==> config.mk <==
export PLATFORM = sky130hd
export DESIGN_NAME = btse_lookup
export DESIGN_NICKNAME = d
export VERILOG_FILES = /design/src/rtl/btse_pkg.sv /design/src/rtl/btse_lookup.sv
export SDC_FILE = /design/constraint.sdc
export NUM_CORES = 1
export LEC_CHECK = 0
export CAP_MARGIN = 20
export CORE_MARGIN = 2
export CORE_UTILIZATION = 59
export CTS_CLUSTER_SIZE = 8
export DETAILED_ROUTE_END_ITERATION = 7
export DONT_BUFFER_PORTS = 1
export PLACE_DENSITY = 0.78
export RECOVER_POWER = 100
export SLEW_MARGIN = 20
export SYNTH_ARGS = -nofsm -noshare
export SYNTH_HDL_FRONTEND = slang
export SYNTH_SLANG_ARGS = --single-unit
==> constraint.sdc <==
create_clock -name clk -period 3.6 [get_ports clk]
set_input_delay 0.36 -clock clk [delete_from_list [all_inputs] [get_ports clk]]
set_output_delay 0.36 -clock clk [all_outputs]
set_load 0.01 [all_outputs]
==> src/rtl/btse_pkg.sv <==
// ----------------------------------------------------------------------------
// btse_pkg
// Shared constants, codes and types of the byte trigram set extractor.
// ----------------------------------------------------------------------------
package btse_pkg;

    localparam int WINDOW_BYTES = 3;
    localparam int GRAM_W       = 8 * WINDOW_BYTES;
    localparam int TRIGRAM_W    = 24;
    localparam int COUNT_W      = 25;
    localparam int STATUS_W     = 2;

    // presence store: one row of eight bits per gram with its low three bits dropped
    localparam int ROW_BITS = 8;
    localparam int ADDR_W   = TRIGRAM_W - 3;
    localparam int EPOCH_W  = 8;
    localparam logic [EPOCH_W-1:0] EPOCH_FIRST = EPOCH_W'(1);
    localparam logic [EPOCH_W-1:0] EPOCH_MAX   = '1;

    localparam int FIFO_DEPTH = 4;
    localparam int FIFO_PTR_W = $clog2(FIFO_DEPTH);
    localparam int FIFO_CNT_W = $clog2(FIFO_DEPTH + 2);

    localparam logic [1:0] OP_DATA    = 2'd0;
    localparam logic [1:0] OP_EOF     = 2'd1;
    localparam logic [1:0] OP_ABANDON = 2'd2;

    localparam logic [STATUS_W-1:0] FS_OK        = 2'd0;
    localparam logic [STATUS_W-1:0] FS_BINARY    = 2'd1;
    localparam logic [STATUS_W-1:0] FS_LARGE     = 2'd2;
    localparam logic [STATUS_W-1:0] FS_ABANDONED = 2'd3;

    localparam logic KIND_GRAM    = 1'b0;
    localparam logic KIND_SUMMARY = 1'b1;

    localparam logic [COUNT_W-1:0] LIMIT_RESET = COUNT_W'(200000);

    typedef enum logic [1:0] {
        PK_GRAM,
        PK_ZERO,
        PK_EOF,
        PK_ABANDON
    } pipe_kind_t;

    typedef struct packed {
        logic                 valid;
        pipe_kind_t           kind;
        logic [TRIGRAM_W-1:0] gram;
    } pipe_t;

    typedef struct packed {
        logic [EPOCH_W-1:0]  tag;
        logic [ROW_BITS-1:0] bits;
    } row_t;

    typedef struct packed {
        logic                 kind;
        logic [TRIGRAM_W-1:0] trigram;
        logic [STATUS_W-1:0]  file_status;
        logic [COUNT_W-1:0]   distinct_total;
        logic                 last;
    } result_t;

    typedef struct packed {
        logic clearing;
        logic wrap_close;
    } lk_status_t;

endpackage

==> src/rtl/btse_lookup.sv <==
// ----------------------------------------------------------------------------
// btse_lookup
// Presence check and update, file counters, epoch tags and clearing pass.
// ----------------------------------------------------------------------------
module btse_lookup
    import btse_pkg::*;
(
    input  logic               clk,
    input  logic               rst_n,
    input  pipe_t              pipe,
    input  row_t               rd_row,
    input  logic [COUNT_W-1:0] limit,
    output logic               wr_en,
    output logic [ADDR_W-1:0]  wr_addr,
    output row_t               wr_row,
    output logic               res_valid,
    output result_t            res,
    output lk_status_t         status
);

    logic [COUNT_W-1:0]  count_reg, count_next;
    logic [STATUS_W-1:0] flag_reg, flag_next;
    logic [EPOCH_W-1:0]  epoch_reg, epoch_next;
    logic                clearing_reg, clearing_next;
    logic [ADDR_W-1:0]   clear_addr_reg, clear_addr_next;
    logic                fwd_valid_reg;
    logic [ADDR_W-1:0]   fwd_addr_reg;
    row_t                fwd_row_reg;

    logic [ADDR_W-1:0]   addr;
    row_t                cur_row;
    logic [ROW_BITS-1:0] seen_bits;
    logic [ROW_BITS-1:0] bit_mask;
    logic [COUNT_W-1:0]  count_inc;
    logic                is_new;
    logic                is_close;
    logic                is_abandon;

    always_comb
    begin
        addr       = pipe.gram[TRIGRAM_W-1:3];
        cur_row    = (fwd_valid_reg && (fwd_addr_reg == addr)) ? fwd_row_reg : rd_row;
        // a row tagged with an older epoch belongs to a closed file
        seen_bits  = (cur_row.tag == epoch_reg) ? cur_row.bits : '0;
        bit_mask   = ROW_BITS'(1) << pipe.gram[2:0];
        count_inc  = count_reg + COUNT_W'(1);
        is_new     = pipe.valid && (pipe.kind == PK_GRAM) && (flag_reg == FS_OK)
                     && ((seen_bits & bit_mask) == '0);
        is_abandon = pipe.valid && (pipe.kind == PK_ABANDON);
        is_close   = is_abandon || (pipe.valid && (pipe.kind == PK_EOF));

        count_next      = count_reg;
        flag_next       = flag_reg;
        epoch_next      = epoch_reg;
        clearing_next   = clearing_reg;
        clear_addr_next = clear_addr_reg;
        wr_en           = 1'b0;
        wr_addr         = addr;
        wr_row.tag      = epoch_reg;
        wr_row.bits     = seen_bits | bit_mask;

        priority if (clearing_reg)
        begin
            wr_en           = 1'b1;
            wr_addr         = clear_addr_reg;
            wr_row          = '0;
            clear_addr_next = clear_addr_reg + ADDR_W'(1);
            if (&clear_addr_reg)
            begin
                clearing_next = 1'b0;
                epoch_next    = EPOCH_FIRST;
            end
        end
        else if (is_new)
        begin
            wr_en      = 1'b1;
            count_next = count_inc;
            if (count_inc >= limit)
            begin
                flag_next = FS_LARGE;
            end
        end
        else if (pipe.valid && (pipe.kind == PK_ZERO) && (flag_reg == FS_OK))
        begin
            flag_next = FS_BINARY;
        end
        else if (is_close)
        begin
            count_next = '0;
            flag_next  = FS_OK;
            if (epoch_reg == EPOCH_MAX)
            begin
                clearing_next   = 1'b1;
                clear_addr_next = '0;
            end
            else
            begin
                epoch_next = epoch_reg + EPOCH_W'(1);
            end
        end
        else
        begin
        end

        res_valid          = is_new || is_close;
        res.kind           = is_close ? KIND_SUMMARY : KIND_GRAM;
        res.trigram        = is_close ? '0 : pipe.gram;
        res.file_status    = is_abandon ? FS_ABANDONED : (is_close ? flag_reg : FS_OK);
        res.distinct_total = is_close ? count_reg : count_inc;
        res.last           = is_close;

        status.clearing    = clearing_reg;
        status.wrap_close  = is_close && (epoch_reg == EPOCH_MAX);
    end

    always_ff @(posedge clk or negedge rst_n)
    begin
        if (!rst_n)
        begin
            count_reg      <= '0;
            flag_reg       <= FS_OK;
            epoch_reg      <= '0;
            clearing_reg   <= 1'b1;
            clear_addr_reg <= '0;
            fwd_valid_reg  <= 1'b0;
        end
        else
        begin
            count_reg      <= count_next;
            flag_reg       <= flag_next;
            epoch_reg      <= epoch_next;
            clearing_reg   <= clearing_next;
            clear_addr_reg <= clear_addr_next;
            fwd_valid_reg  <= wr_en;
        end
    end

    always_ff @(posedge clk)
    begin
        fwd_addr_reg <= wr_addr;
        fwd_row_reg  <= wr_row;
    end

    a_no_item_while_clearing: assert property (@(posedge clk) disable iff (!rst_n)
        clearing_reg |-> !pipe.valid)
        else $error("item reached lookup during clearing pass");

    a_epoch_live: assert property (@(posedge clk) disable iff (!rst_n)
        !clearing_reg |-> (epoch_reg != '0))
        else $error("epoch zero used outside clearing pass");

    a_wrap_starts_clear: assert property (@(posedge clk) disable iff (!rst_n)
        status.wrap_close |=> (clearing_reg && (clear_addr_reg == '0) && (count_reg == '0)))
        else $error("epoch wrap did not start a clearing pass");

    a_marked_no_gram: assert property (@(posedge clk) disable iff (!rst_n)
        (flag_reg != FS_OK) |-> !is_new)
        else $error("gram emitted for a marked file");

endmodule

==> flow_summary.json <==
{
  "status": "finished, violations left",
  "violations": "max-capacitance violations, max-slew violations",
  "synth_largest_area_cell": "dfrtp_1",
  "cp_cell_sequence": "xnor2_2 -> nand4_1 -> nor4_4 -> nand4_4 -> buf_4 -> mux2i_1 -> nand4_1 -> buf_4 -> nor3_1 -> o21ai_0 -> buf_4",
  "wl_met3_microns": 1010,
  "core_area_sq_um": 10700,
  "cts.path.max_buffers": 2,
  "area_growth_pct": 6.62,
  "grt_max_degree": 59,
  "cpPeakStageDelay_ns": 0.34,
  "routed.top_layer": "met4",
  "cp-endpoint": "res_valid",
  "drive_above_1_share_pct": 12.4,
  "rsz0062_at_grt": "yes",
  "timing.final.crit_period_ns": 3.45,
  "track_usage_pct": 26.3,
  "crit_required_ns": 3.24,
  "drt-total-wl_microns": 15900,
  "fp.dieH_microns": 109,
  "wl_per_cell_microns": 18.3,
  "async_flop_share_pct": 61.1,
  "avgSynthCellArea_sq_um": 8.77,
  "p_sw_uw": 489,
  "ff2ff_setup_slack_ns": 0.18,
  "hp-class": "in -> reg",
  "p_sw_share_pct": 25.1,
  "cp_common_cell": "buf_4",
  "critPathTopFamily": "simple AND/OR/NAND/NOR gates",
  "ys_seq_elements": 95,
  "vdd_drop_max_v": 0.000191,
  "yosysWarnings": 0,
  "grt_pass1_vias": 5160,
  "root_buffer": "clkbuf_8",
  "holdWs_ns": 0.166,
  "pre_cts_slack_ns": -0.0584,
  "setup_viol": 0,
  "cts.clk_slew.worst_paths_ns": 0.10,
  "synth_fp_nets": 836,
  "drv_slew": 76,
  "cp.arrival_ns": 3.09,
  "yosysSeqAreaShare_pct": 33.9,
  "dieWidth_microns": 109,
  "multi_input_area_sq_um": 3910,
  "timing.fmax_ghz": 0.290,
  "largest_reg_flops": 25,
  "port_buffers": 0,
  "vias": 5322,
  "cp_slowest_cell": "dfxtp_1",
  "tightest_slew_ns": 2.69,
  "grt_overflow": 0,
  "clock_skew_ns": 0.0167,
  "seqPwrFrac_pct": 54.6,
  "fin_util_pct": 64.2,
  "via_per_inst": 6.10,
  "p_int_mw": 1.46,
  "grt_first_pass_wirelength_microns": 24500,
  "drtAntennaViolNets": 0,
  "route.detailed.drc": 0,
  "synthCells": 738,
  "period_share_pct": 95.9,
  "critPathLaunch": "fwd_addr_reg[2]",
  "p_leak_nw": 3.19,
  "wl_met1_microns": 6550,
  "diodes": 0,
  "synth_most_common_cell": "nor2_1",
  "clkLatencyLatePin_ns": 0.38,
  "max_slew_margin_pct": -79.6,
  "htree_num_levels": 3,
  "hpwl_microns": 11500,
  "finalWorstSetupSlack_ns": 0.148,
  "r2r_end": "flag_reg[1]",
  "cp.depth": 11,
  "fin_setup_tns_ns": 0,
  "gp_congestion": 0.893,
  "syn_area_sq_um": 6470,
  "first_iter_violations": 368,
  "yosys.area.top_type_share_pct": 22.1,
  "r2r_cells": 16,
  "die-area_sq_um": 11800,
  "yosys_most_used_dff": "dfrtp_1",
  "p_comb_share_pct": 7.3,
  "max-cap-violations": 2,
  "cts_buffers": 9,
  "synth_cell_types": 56,
  "rows": 38,
  "first_pass_iters": 6,
  "cts_tree": "built",
  "final_hold_viol_count": 0,
  "crit_type": "reg -> out",
  "cp_max_fo": 14,
  "antenna_found_initial": 0,
  "start_kind": "flop",
  "power_density_nw_per_um2": 282,
  "ys_top_cells_by_count": "nor2_1, nand2_1, dfrtp_1, xnor2_1, inv_1",
  "initial_core_util_pct": 60.2,
  "end_kind": "output port",
  "yosys-top-cells-area": "dfrtp_1, dfxtp_1, xnor2_1, mux2_2, ha_1",
  "wl_met2_microns": 8080,
  "ios": 164,
  "cts_sinks": 95,
  "p_clk_share_pct": 38.2,
  "regArea_sq_um": 2200,
  "path_buf_inv": 3,
  "nets": 825,
  "nFillCells": 888,
  "synth-edff-count": 0,
  "worstReg2RegStart": "count_reg[1]"
}
==> cell type report <==
class,count,share of cell area [%]
Sequential cell,95,31.8
Clock buffer,10,2.00
Tap cell,140,2.54
Multi-Input combinational cell,545,56.7
Clock inverter,6,0.962
Timing Repair Buffer,33,3.61
Inverter,43,2.34
==> kinds of logic (layout without fill, tap and decap cells) <==
group | count (synthesis) | count (layout) | share of synthesized area [%]
flops | 95 | 95 | 33.9
simple gates | 275 | 275 | 21.2
xor+xnor | 88 | 88 | 11.9
fa+ha+maj | 28 | 28 | 5.42
buf+inv | 98 | 92 | 6.69
compound gates | 104 | 104 | 12.0
mux | 50 | 50 | 8.88
==> metal layers <==
| metal | global-route usage, % | up-vias |
|---|---|---|
| met4 | 9.52 | 0 |
| met5 | 0 | - |
| met1 | 32.3 | 2561 |
| li1 | - | 2531 |
| met2 | 46.6 | 202 |
| met3 | 4.24 | 28 |
==> worst min path at each step <==
stage / startpoint / end / slack [ns] / depth (start not counted)
after CTS: pipe[1] / fwd_row_reg[2] / 0.17 / 2
after floorplan: rst_n / clear_addr_reg[0] / 0.06 / 0
after detailed placement: rst_n / count_reg[12] / 0.07 / 0
final: pipe[1] / fwd_row_reg[3] / 0.17 / 2
after global routing: pipe[1] / fwd_row_reg[2] / 0.17 / 2
after global placement: rst_n / count_reg[12] / 0.07 / 0
==> timing repair <==
item	CTS	global route
setup endpoints to repair	6	7
endpoints found under the hold margin	58	0
gates resized for setup	5	14
setup buffers	0	5
hold buffers	2	0
pin swaps	0	5
==> worst register-to-register path, delay by kind of cell (launching register included) <==
family / cells / cell delay, ns
buffers and inverters: 2 / 0.37
adders and majority gates: 2 / 0.47
DFF: 1 / 0.44
xor gates and xnor gates: 1 / 0.12
AOI/OAI and AO/OA: 4 / 0.91
and+or+nand+nor: 7 / 1.00
==> power by group through the flow <==
stage | clock, mW | combinational (mW) | sequential [mW]
after floorplan | 0 | 0.101 | 1.08
after global placement | 0 | 0.122 | 1.08
after CTS | 0.752 | 0.145 | 1.06
after global routing | 0.793 | 0.154 | 1.06
after detailed placement | 0 | 0.125 | 1.08
final | 0.743 | 0.141 | 1.06
==> per-stage QoR <==
stage	instances	area, sq um	total power, mW
after detailed placement	849	6580	1.21
after global routing	872	6900	2.01
after floorplan	738	6470	1.18
after CTS	867	6840	1.96
after global placement	849	6580	1.21
final	872	6900	1.94
==> cell usage in the layout, fill, tap and decap left out, types with 15 or more instances in the layout <==
| cell | instances |
|---|---|
| nor2_1 | 68 |
| nand2_1 | 64 |
| dfrtp_1 | 55 |
| xnor2_1 | 50 |
| inv_1 | 42 |
| xor2_1 | 37 |
| dfxtp_1 | 37 |
| nand3_1 | 36 |
| o21ai_0 | 35 |
| ha_1 | 27 |
| buf_4 | 25 |
| nand4_1 | 22 |
| a32o_1 | 22 |
| and2_0 | 20 |
| mux2_1 | 19 |
| mux2i_1 | 15 |
Note: power is estimated with default switching activity, not from simulation.
