File: config.mk
export PLATFORM = sky130hd
export DESIGN_NAME = btse_out_fifo
export DESIGN_NICKNAME = d
export VERILOG_FILES = /design/src/rtl/btse_pkg.sv /design/src/rtl/btse_out_fifo.sv
export SDC_FILE = /design/constraint.sdc
export NUM_CORES = 1
export LEC_CHECK = 0
export ABC_CLOCK_PERIOD_IN_PS = 5650
export BUFFER_PORTS_ARGS = -buffer_cell sky130_fd_sc_hd__buf_2
export CAP_MARGIN = 10
export CORE_MARGIN = 4
export CORE_UTILIZATION = 50
export DETAILED_ROUTE_END_ITERATION = 8
export PLACE_DENSITY_LB_ADDON = 0.15
export SLEW_MARGIN = 20
export SYNTH_ARGS = -nofsm -noshare
export SYNTH_HDL_FRONTEND = slang
export SYNTH_SLANG_ARGS = --single-unit
File: constraint.sdc
create_clock -name clk -period 5.65 [get_ports clk]
set_input_delay 0.565 -clock clk [delete_from_list [all_inputs] [get_ports clk]]
set_output_delay 0.565 -clock clk [all_outputs]
set_load 0.01 [all_outputs]
File: src/rtl/btse_pkg.sv
// ----------------------------------------------------------------------------
// btse_pkg
// Shared constants, codes and types of the byte trigram set extractor.
// ----------------------------------------------------------------------------
package btse_pkg;

    localparam int WINDOW_BYTES = 3;
    localparam int GRAM_W       = 8 * WINDOW_BYTES;
    localparam int TRIGRAM_W    = 24;
    localparam int COUNT_W      = 25;
    localparam int STATUS_W     = 2;

    // presence store: one row of eight bits per gram with its low three bits dropped
    localparam int ROW_BITS = 8;
    localparam int ADDR_W   = TRIGRAM_W - 3;
    localparam int EPOCH_W  = 8;
    localparam logic [EPOCH_W-1:0] EPOCH_FIRST = EPOCH_W'(1);
    localparam logic [EPOCH_W-1:0] EPOCH_MAX   = '1;

    localparam int FIFO_DEPTH = 4;
    localparam int FIFO_PTR_W = $clog2(FIFO_DEPTH);
    localparam int FIFO_CNT_W = $clog2(FIFO_DEPTH + 2);

    localparam logic [1:0] OP_DATA    = 2'd0;
    localparam logic [1:0] OP_EOF     = 2'd1;
    localparam logic [1:0] OP_ABANDON = 2'd2;

    localparam logic [STATUS_W-1:0] FS_OK        = 2'd0;
    localparam logic [STATUS_W-1:0] FS_BINARY    = 2'd1;
    localparam logic [STATUS_W-1:0] FS_LARGE     = 2'd2;
    localparam logic [STATUS_W-1:0] FS_ABANDONED = 2'd3;

    localparam logic KIND_GRAM    = 1'b0;
    localparam logic KIND_SUMMARY = 1'b1;

    localparam logic [COUNT_W-1:0] LIMIT_RESET = COUNT_W'(200000);

    typedef enum logic [1:0] {
        PK_GRAM,
        PK_ZERO,
        PK_EOF,
        PK_ABANDON
    } pipe_kind_t;

    typedef struct packed {
        logic                 valid;
        pipe_kind_t           kind;
        logic [TRIGRAM_W-1:0] gram;
    } pipe_t;

    typedef struct packed {
        logic [EPOCH_W-1:0]  tag;
        logic [ROW_BITS-1:0] bits;
    } row_t;

    typedef struct packed {
        logic                 kind;
        logic [TRIGRAM_W-1:0] trigram;
        logic [STATUS_W-1:0]  file_status;
        logic [COUNT_W-1:0]   distinct_total;
        logic                 last;
    } result_t;

    typedef struct packed {
        logic clearing;
        logic wrap_close;
    } lk_status_t;

endpackage

File: src/rtl/btse_out_fifo.sv
// ----------------------------------------------------------------------------
// btse_out_fifo
// Small result queue between the lookup stage and the output stream.
// ----------------------------------------------------------------------------
module btse_out_fifo
    import btse_pkg::*;
(
    input  logic                  clk,
    input  logic                  rst_n,
    input  logic                  push,
    input  result_t               din,
    input  logic                  pop,
    output logic                  nonempty,
    output result_t               dout,
    output logic [FIFO_CNT_W-1:0] count
);

    result_t                 slot_reg [FIFO_DEPTH];
    logic [FIFO_PTR_W-1:0]   wr_ptr_reg, rd_ptr_reg;
    logic [FIFO_CNT_W-1:0]   count_reg;
    logic                    do_pop;

    assign nonempty = (count_reg != '0);
    assign dout     = slot_reg[rd_ptr_reg];
    assign count    = count_reg;
    assign do_pop   = pop && nonempty;

    always_ff @(posedge clk or negedge rst_n)
    begin
        if (!rst_n)
        begin
            wr_ptr_reg <= '0;
            rd_ptr_reg <= '0;
            count_reg  <= '0;
        end
        else
        begin
            if (push)
            begin
                wr_ptr_reg <= wr_ptr_reg + FIFO_PTR_W'(1);
            end
            if (do_pop)
            begin
                rd_ptr_reg <= rd_ptr_reg + FIFO_PTR_W'(1);
            end
            count_reg <= count_reg + FIFO_CNT_W'(push) - FIFO_CNT_W'(do_pop);
        end
    end

    always_ff @(posedge clk)
    begin
        if (push)
        begin
            slot_reg[wr_ptr_reg] <= din;
        end
    end

    a_no_overflow: assert property (@(posedge clk) disable iff (!rst_n)
        (count_reg == FIFO_CNT_W'(FIFO_DEPTH)) |-> (!push || do_pop))
        else $error("result queue overflow");

    a_count_bound: assert property (@(posedge clk) disable iff (!rst_n)
        count_reg <= FIFO_CNT_W'(FIFO_DEPTH))
        else $error("result queue count out of range");

    a_count_step: assert property (@(posedge clk) disable iff (!rst_n)
        (push && !do_pop) |=> (count_reg == $past(count_reg) + FIFO_CNT_W'(1)))
        else $error("result queue count did not follow a push");

endmodule

==> flow_metrics.tcl, run 1 <==
set metrics [dict create \
    drt_first_pass_iters 4 \
    dr_total_vias 3600 \
    final_nets 508 \
    clkTransAtPathRegs_ns 0.06 \
    initial_core_util_pct 51.1 \
    cts_resized 0 \
    grt_antenna_before_repair 1 \
    holdCritPathClass "in2reg" \
    finish.utilization_pct 60.4 \
    detailed_placement_wirelength_estimate_mm 7.83 \
    maxSlewViolCount 0 \
    synth_enable_flop_cells 212 \
    yosysWarningCount 0 \
    synthDistinctLibCells 18 \
    final.hold.worst_slack_ns 0.283 \
    timing.critical_path.fanout_max 29 \
    fp-row-count 46 \
    yosys.area.top_type_share_pct 78.5 \
    dominant_cell_type_by_area_after_synthesis "edfxtp_1" \
    netSwitchingFraction_pct 28.0 \
    detail_route.vias_per_cell 5.33 \
    cts-hold-fix-buffers 1 \
    core_area_um2 15900 \
    setup.worst_path.start_class "flop" \
    die_area_um2 18300 \
    fp.dieW_um 135 \
    drt_wl_total_mm 13.8 \
    grt_remaining_overflow 0 \
    setup_slack_ns 2.44 \
    grt_first_pass_wirelength_mm 21.5 \
    grt.total_usage_pct 15.5 \
    fraction_of_final_layout_cells_sized_beyond_drive_strength_1_pct 45.4 \
    mappedNetlistArea_um2 8110 \
    synth.net_count 375 \
    crit_path_cell_trace "buf_4, mux4_2, buf_2" \
    asyncSetResetFlopFracSynth_pct 3.20 \
    dp_cells 634 \
    syn-instance-count 311 \
    max_freq_ghz 0.312 \
    synth.avg_cell_area_um2 26.1 \
    ir_worst_vdd_v 0.000354 \
    cts_root_buffer "clkbuf_16" \
    numCtsBuffers 23 \
    min_period_over_period_pct 56.8 \
    rsz0062_at_grt "no" \
    power_frac_clock_pct 28.0 \
    drt_drc_violations_left 0 \
    worst_ep_arrival_ns 2.64 \
    seq_power_share_pct 46.0 \
    power.density_nw_per_um2 521 \
    internal_power_uw 3600 \
    post_cts_buffers 0 \
    worstSetupEndpointType "primary output" \
    fin_tns_setup_ns 0 \
    p_comb_share_pct 26.0 \
    io_pins 114 \
    area_growth_from_synthesis_to_layout_pct 18.2 \
    cp_top_family "flip-flops" \
    vias_in_the_first_global_route 3933 \
    report.final.hold_viol_count 0 \
    timing.critical_path.slowest_stage_cell "dfrtp_4" \
    antennaDiodeCount 0 \
    detail_route.iter0.violations 220 \
    ys_ff_latch 219 \
    die_height_um 135 \
    path_buf_inv 2 \
    synth_flop_cell "edfxtp_1" \
    status "complete, no violations" \
    detailedPlace.worstSlack_ns 2.86 \
    p_leak_uw 0.00334 \
    period_needed_ns 3.21 \
    cts.sink_count 219 \
    synth.area.top_cells "edfxtp_1 (78%), mux4_2 (13%), dfrtp_1 (2.2%)" \
    slew_headroom_pct 46.0 \
    routabilityCongestion 0.690 \
    worst_path_largest_cell_delay_ns 0.79 \
    clk_latency_ns 0.49 \
    grt_start_max_net_pins 54 \
    final_antenna_net_count 0 \
    drt-wirelength-per-cell_um 20.4 \
    switching_power_uw 1400 \
    worstSetupPathType "reg2out" \
    slew_at_the_pin_with_the_worst_max_slew_slack_ns 0.810 \
    mostFrequentLayoutCells "edfxtp_1 (212), buf_2 (113), mux4_2 (48)" \
    cap_violations 0 \
    number_of_flip_flops_under_the_largest_register_name 212 \
    max-clock-path-buffers 3 \
    req_time_crit_path_ns 5.09 \
    clock_tree.htree_level_count 1 \
    port_buffers 113 \
    mostFrequentLayoutCell "edfxtp_1" \
    timing.clock.skew_ns 0.0120 \
    cts_tree "done" \
    timing.final.setup_violations 0 \
    layoutNonFillerInstCount 676 \
    yosysSeqAreaShare_pct 80.6 \
]
-- final timing paths --
kind / slack [ns] / startpoint / cells past startpoint / to
setup / recovery: 2.44 / rd_ptr_reg[0] / 3 / dout[19]
hold / removal: 0.28 / din[50] / 1 / slot_reg[3][50]
setup reg to reg: 3.49 / wr_ptr_reg[0] / 4 / slot_reg[2][38]
hold reg to reg: 0.53 / wr_ptr_reg[0] / 1 / wr_ptr_reg[0]
max in group asynchronous: 5.03 / rst_n / 2 / rd_ptr_reg[0]
min in group asynchronous: 0.43 / rst_n / 2 / count[2]
-- routing by layer --
layer	GRT usage (%)	wire, µm
met4	4.20	241
met3	3.49	779
met2	27.3	7260
met5	0	8
met1	19.7	5500
-- power by group through the flow --
stage / Sequential, µW / Clock, µW / Combinational [µW]
finish: 2300 / 1400 / 1300
global route: 2340 / 1510 / 1420
CTS: 2310 / 1440 / 1350
detailed placement: 2340 / 0 / 1340
global placement: 2320 / 0 / 1330
floorplan: 2230 / 0 / 1010
-- cells by family after synthesis --
| kind of cell | after synthesis | synth area share, % |
|---|---|---|
| and+or+nand+nor | 6 | 0.432 |
| muxes | 53 | 14.9 |
| AOI/OAI and AO/OA | 3 | 0.278 |
| adders and majority gates | 7 | 1.17 |
| buffers and inverters | 18 | 2.02 |
| DFF | 219 | 80.6 |
| xor gates and xnor gates | 5 | 0.540 |
-- cell usage after synthesis, types with 2 or more instances --
cell type    n
dfrtp_1      7
ha_1         6
xor2_1       2
mux4_2      48
buf_12       5
mux4_1       5
edfxtp_1   212
xnor2_1      3
and2_1       4
buf_2        6
inv_1        6
-- stage by stage --
stage	cell area [µm²]	total power (µW)
floorplan	8110	3240
global placement	8860	3650
detailed placement	8860	3680
CTS	9590	5090
global route	9590	5270
finish	9590	5000
-- cell type report --
type | instances | area, µm²
Clock buffer | 28 | 624
Tap cell | 216 | 270
Clock inverter | 13 | 93.8
Inverter | 6 | 22.5
Timing Repair Buffer | 120 | 621
Fill cell | 1186 | 6290
Sequential cell | 219 | 6550
Multi-Input combinational cell | 74 | 1410
No activity file was read; power rests on OpenSTA's default activity.
==> run 2, diff against run 1 <==
--- a/config.mk
+++ b/config.mk
@@ -5,7 +5,7 @@
 export SDC_FILE = /design/constraint.sdc
 export NUM_CORES = 1
 export LEC_CHECK = 0
-export ABC_CLOCK_PERIOD_IN_PS = 5650
+export ABC_CLOCK_PERIOD_IN_PS = 2600
 export BUFFER_PORTS_ARGS = -buffer_cell sky130_fd_sc_hd__buf_2
 export CAP_MARGIN = 10
 export CORE_MARGIN = 4
==> constraint.sdc (replaced) <==
create_clock -name clk -period 2.6 [get_ports clk]
set_input_delay 0.26 -clock clk [delete_from_list [all_inputs] [get_ports clk]]
set_output_delay 0.26 -clock clk [all_outputs]
set_load 0.01 [all_outputs]
==> run 2 against run 1 <==
First-iteration DRC count decreased by 16%. Critical path depth unchanged. Combinational power increased by 140%. Die area unchanged. Clock skew decreased by 0.0046 ns. Routed wire length increased by 4.9%. Clock-buffer cell count decreased by 1. Cell area increased by 6.5%. Register-to-register slack got worse by 2.9 ns.
==> flow_metrics.tcl, run 2 (synthesis results as in run 1) <==
set metrics [dict create \
    status "complete, no violations" \
    grt_start_max_net_pins 45 \
    area_growth_from_synthesis_to_layout_pct 26.0 \
    max_freq_ghz 0.432 \
    seq_power_share_pct 43.9 \
    grt.total_usage_pct 16.0 \
    vias_in_the_first_global_route 4048 \
    worst_ep_arrival_ns 2.06 \
    cap_violations 0 \
    setup_slack_ns 0.284 \
    non_filler_cell_area_final_um2 10200 \
    core_area_um2 15900 \
    detail_route.iter0.violations 184 \
    postPlaceCellArea_um2 8970 \
    fraction_of_final_layout_cells_sized_beyond_drive_strength_1_pct 40.3 \
    crit-reg2reg-launch "count[1]" \
    cts_resized 0 \
    slew_headroom_pct 67.1 \
    rsz0062_at_grt "no" \
    port_buffers 113 \
    worstSetupPathType "reg2out" \
    drt-wirelength-per-cell_um 19.8 \
    drt_wl_total_mm 14.5 \
    detailedPlace.worstSlack_ns 0.585 \
    fin_tns_setup_ns 0 \
    cts_tree "done" \
    detail_route.vias_per_cell 5.19 \
    mostFrequentLayoutCell "edfxtp_1" \
    numCtsBuffers 22 \
    report.final.hold_viol_count 0 \
    fillerInstances 1107 \
    drt_first_pass_iters 4 \
    clk_latency_ns 0.49 \
    max-clock-path-buffers 3 \
    final_antenna_net_count 0 \
    timing.reg2reg.worst_path_depth 7 \
    hold_path.startpoint "din[15]" \
    grt_antenna_before_repair 0 \
    p_leak_uw 0.00360 \
    final_nets 565 \
    period_needed_ns 2.32 \
    fp.dieW_um 135 \
    switching_power_uw 3090 \
    netSwitchingFraction_pct 27.6 \
    cts_root_buffer "clkbuf_16" \
    io_pins 114 \
    routabilityCongestion 0.693 \
    timing.critical_path.fanout_max 13 \
    min_period_over_period_pct 89.1 \
    timing.final.setup_violations 0 \
    ir_worst_vdd_v 0.000874 \
    drt_drc_violations_left 0 \
    holdCritPathClass "in2reg" \
    layout.area.seq_um2 6550 \
    cts.sink_count 219 \
    clkTransAtPathRegs_ns 0.06 \
    worstHoldPathCells 1 \
    power.density_nw_per_um2 1090 \
    power_frac_clock_pct 27.8 \
    mostFrequentLayoutCells "edfxtp_1 (212), buf_2 (113), dlygate4sd3_1 (53)" \
    internal_power_uw 8090 \
    grt_first_pass_wirelength_mm 22.3 \
    die_area_um2 18300 \
    timing.clock.skew_ns 0.00742 \
    number_of_flip_flops_under_the_largest_register_name 212 \
    req_time_crit_path_ns 2.34 \
    clock_tree.htree_level_count 1 \
    maxSlewViolCount 0 \
    p_comb_share_pct 28.3 \
    antennaDiodeCount 0 \
    fp-row-count 46 \
    post_cts_buffers 0 \
    worst_hold_path.endpoint "slot_reg[2][15]" \
    worstSetupEndpointType "primary output" \
    die_height_um 135 \
    grt_remaining_overflow 0 \
    multi_input_area_um2 1410 \
    slew_at_the_pin_with_the_worst_max_slew_slack_ns 0.487 \
    reg2reg_to "count[2]" \
    detailed_placement_wirelength_estimate_mm 8.41 \
    dr_total_vias 3802 \
    reg2reg_setup_slack_ns 0.56 \
    setup.worst_path.start_class "flop" \
    initial_core_util_pct 51.1 \
]
## run 2: metal layers
| layer | global-route usage, % | wire length, µm | vias up |
|---|---|---|---|
| met1 | 20.7 | 5870 | 1973 |
| met2 | 27.4 | 7560 | 100 |
| met5 | 0 | 0 | - |
| met3 | 3.27 | 749 | 22 |
| li1 | - | - | 1707 |
| met4 | 5.15 | 294 | 0 |
## run 2: final cells by class
class	instances	share of cell area, %
Tap cell	216	2.64
Sequential cell	219	64.1
Timing Repair Buffer	178	12.2
Multi-Input combinational cell	74	13.8
Clock inverter	12	1.25
Clock buffer	27	5.78
Inverter	6	0.220
## run 2: repair_timing
action | CTS | global route
endpoints found under the setup margin | 0 | 0
endpoints found under the hold margin | 215 | 0
hold buffers | 53 | 0
## run 2: worst max-delay path, cell delays in order, from the launching register on
cell and delay [ns]:
dfrtp_4 0.60, buf_4 0.28, mux4_2 0.53, buf_2 0.16
## run 2: worst max path at each step
stage                        from              to  slack, ns
finish              rd_ptr_reg[0]        dout[50]       0.28
global route        rd_ptr_reg[0]        dout[35]       0.17
CTS                 rd_ptr_reg[0]        dout[50]       0.21
detailed placement       count[1]        count[2]       0.59
global placement         count[1]        count[2]       0.65
floorplan           wr_ptr_reg[0]  slot_reg[0][0]       0.30
## run 2: per-stage QoR
stage / total power, µW / utilization (%) / std cells / hold slack, ns
6_report: 11200 / 64.3 / 732 / 0.0278
5_1_grt: 11700 / 64.3 / 732 / 0.00210
4_1_cts: 11400 / 64.3 / 732 / 0.000554
3_5_place_dp: 8170 / 56.5 / 640 / 0.104
3_3_place_gp: 8110 / 56.5 / 640 / 0.0971
2_1_floorplan: 7050 / - / 311 / -0.0356
## run 2: power groups by stage
stage,clock network (µW),registers (µW),logic (µW)
after detailed placement,0,4990,3190
after CTS,3190,4920,3260
after global placement,0,4940,3180
after global routing,3330,4970,3440
final,3110,4900,3170
after floorplan,0,4840,2200
==> run 3, diff against run 2 <==
--- a/config.mk
+++ b/config.mk
@@ -6,9 +6,8 @@
 export NUM_CORES = 1
 export LEC_CHECK = 0
 export ABC_CLOCK_PERIOD_IN_PS = 2600
-export BUFFER_PORTS_ARGS = -buffer_cell sky130_fd_sc_hd__buf_2
+export BUFFER_PORTS_ARGS = -buffer_cell sky130_fd_sc_hd__clkbuf_2
 export CAP_MARGIN = 10
-export CORE_MARGIN = 4
 export CORE_UTILIZATION = 50
 export DETAILED_ROUTE_END_ITERATION = 8
 export PLACE_DENSITY_LB_ADDON = 0.15
==> run 3 against run 2 <==
Largest power group unchanged. Sequential cell count did not move. Fmax shrank 2.8%. Register-to-register slack got worse by 0.02 ns. Combinational power barely moved. Cell area increased by 0.23%. Core utilization is 0.15 points higher. Critical endpoint is now dout[52]. Critical path depth stayed put. Die area decreased by 8.7%. Cell count increased by 0.41%.
==> flow_metrics.tcl, run 3 (synthesis results as in run 1) <==
set metrics [dict create \
    status "complete, no violations" \
    final_nets 567 \
    final_antenna_net_count 0 \
    io_pins 114 \
    drt_wl_total_mm 14.0 \
    drt_drc_violations_left 0 \
    max-clock-path-buffers 3 \
    dr_total_vias 3804 \
    req_time_crit_path_ns 2.34 \
    power.density_nw_per_um2 1100 \
    fp-row-count 46 \
    area_growth_from_synthesis_to_layout_pct 26.2 \
    core_area_um2 15900 \
    fin_tns_setup_ns 0 \
    ir_worst_vdd_v 0.000631 \
    die_area_um2 16700 \
    multi_input_area_um2 1410 \
    p_leak_uw 0.00365 \
    drt-wirelength-per-cell_um 19.1 \
    grt_remaining_overflow 0 \
    detailedPlace.worstSlack_ns 0.506 \
    vias_in_the_first_global_route 4041 \
    worstSetupEndpointType "primary output" \
    layout.area.seq_um2 6550 \
    worst_ep_arrival_ns 2.12 \
    antennaDiodeCount 0 \
    clk_latency_ns 0.49 \
    postPlaceCellArea_um2 8970 \
    slew_headroom_pct 70.6 \
    slew_at_the_pin_with_the_worst_max_slew_slack_ns 0.441 \
    cap_violations 0 \
    cts.sink_count 219 \
    timing.critical_path.fanout_max 15 \
    cts_root_buffer "clkbuf_16" \
    timing.clock.skew_ns 0.00783 \
    number_of_flip_flops_under_the_largest_register_name 212 \
    maxSlewViolCount 0 \
    min_period_over_period_pct 91.7 \
    non_filler_cell_area_final_um2 10200 \
    port_buffers 113 \
    rsz0062_at_grt "no" \
    fp.dieW_um 129 \
    setup.worst_path.start_class "flop" \
    die_height_um 129 \
    max_freq_ghz 0.420 \
    grt_antenna_before_repair 0 \
    report.final.hold_viol_count 0 \
    numCtsBuffers 22 \
    fillerInstances 1120 \
    grt_start_max_net_pins 36 \
    initial_core_util_pct 51.1 \
    cts_tree "done" \
    cts_resized 0 \
    holdCritPathClass "in2reg" \
    worstSetupPathType "reg2out" \
    clock_tree.htree_level_count 1 \
    grt_first_pass_wirelength_mm 21.4 \
    detail_route.vias_per_cell 5.18 \
    mostFrequentLayoutCell "edfxtp_1" \
    detail_route.iter0.violations 178 \
    mostFrequentLayoutCells "edfxtp_1 (212), clkbuf_2 (113), dlygate4sd3_1 (52)" \
    drt_first_pass_iters 4 \
    setup_slack_ns 0.217 \
    clkTransAtPathRegs_ns 0.06 \
    fraction_of_final_layout_cells_sized_beyond_drive_strength_1_pct 41.4 \
    period_needed_ns 2.38 \
    grt.total_usage_pct 17.5 \
    routabilityCongestion 0.697 \
    timing.final.setup_violations 0 \
    detailed_placement_wirelength_estimate_mm 8.25 \
]
run 3: cell type report:
type	instances	share of cell area (%)
Tap cell	216	2.64
Multi-Input combinational cell	74	13.8
Clock inverter	14	1.39
Clock buffer	26	5.73
Inverter	6	0.220
Sequential cell	219	63.9
Timing Repair Buffer	180	12.3
run 3: what timing repair did:
action,in CTS,in global routing
hold buffers,52,0
setup endpoints to repair,1,0
endpoints found under the hold margin,211,0
buffers inserted,1,0
run 3: path summary, 6_finish.rpt:
path                                     from               to  slack (ns)  cells past startpoint
worst max-delay path            rd_ptr_reg[0]         dout[52]        0.22                      3
worst min-delay path                  din[23]  slot_reg[0][23]        0.02                      1
worst max register to register       count[1]         count[2]        0.54                      7
worst min register to register  wr_ptr_reg[0]    wr_ptr_reg[0]        0.54                      1
max in group asynchronous               rst_n    rd_ptr_reg[0]        2.26                      2
min in group asynchronous               rst_n    wr_ptr_reg[0]        0.15                      2
run 3: per-layer routing:
layer	wire length (µm)	GRT usage [%]
met3	662	3.34
met2	7200	30.7
met1	5960	22.6
met4	192	4.29
met5	0	0
run 3: power by group:
| part | switching, µW | leakage (µW) | internal (µW) |
|---|---|---|---|
| sequential | 272 | 0.00203 | 4630 |
| combinational | 1610 | 0.00126 | 1570 |
| clock | 1230 | 0.000359 | 1910 |
run 3: metrics by stage:
step	power [µW]	std cells	utilization, %	hold slack [ns]
floorplan	7050	311	-	-0.0356
global placement	8070	642	56.5	0.102
detailed placement	8130	642	56.5	0.111
CTS	11400	735	64.5	0.00399
global route	11800	735	64.5	0.0132
finish	11200	735	64.5	0.0178
run 3: worst max-delay path: stages (launching register included):
cell and delay (ns):
dfrtp_4 0.65, buf_4 0.27, mux4_1 0.57, clkbuf_2 0.14
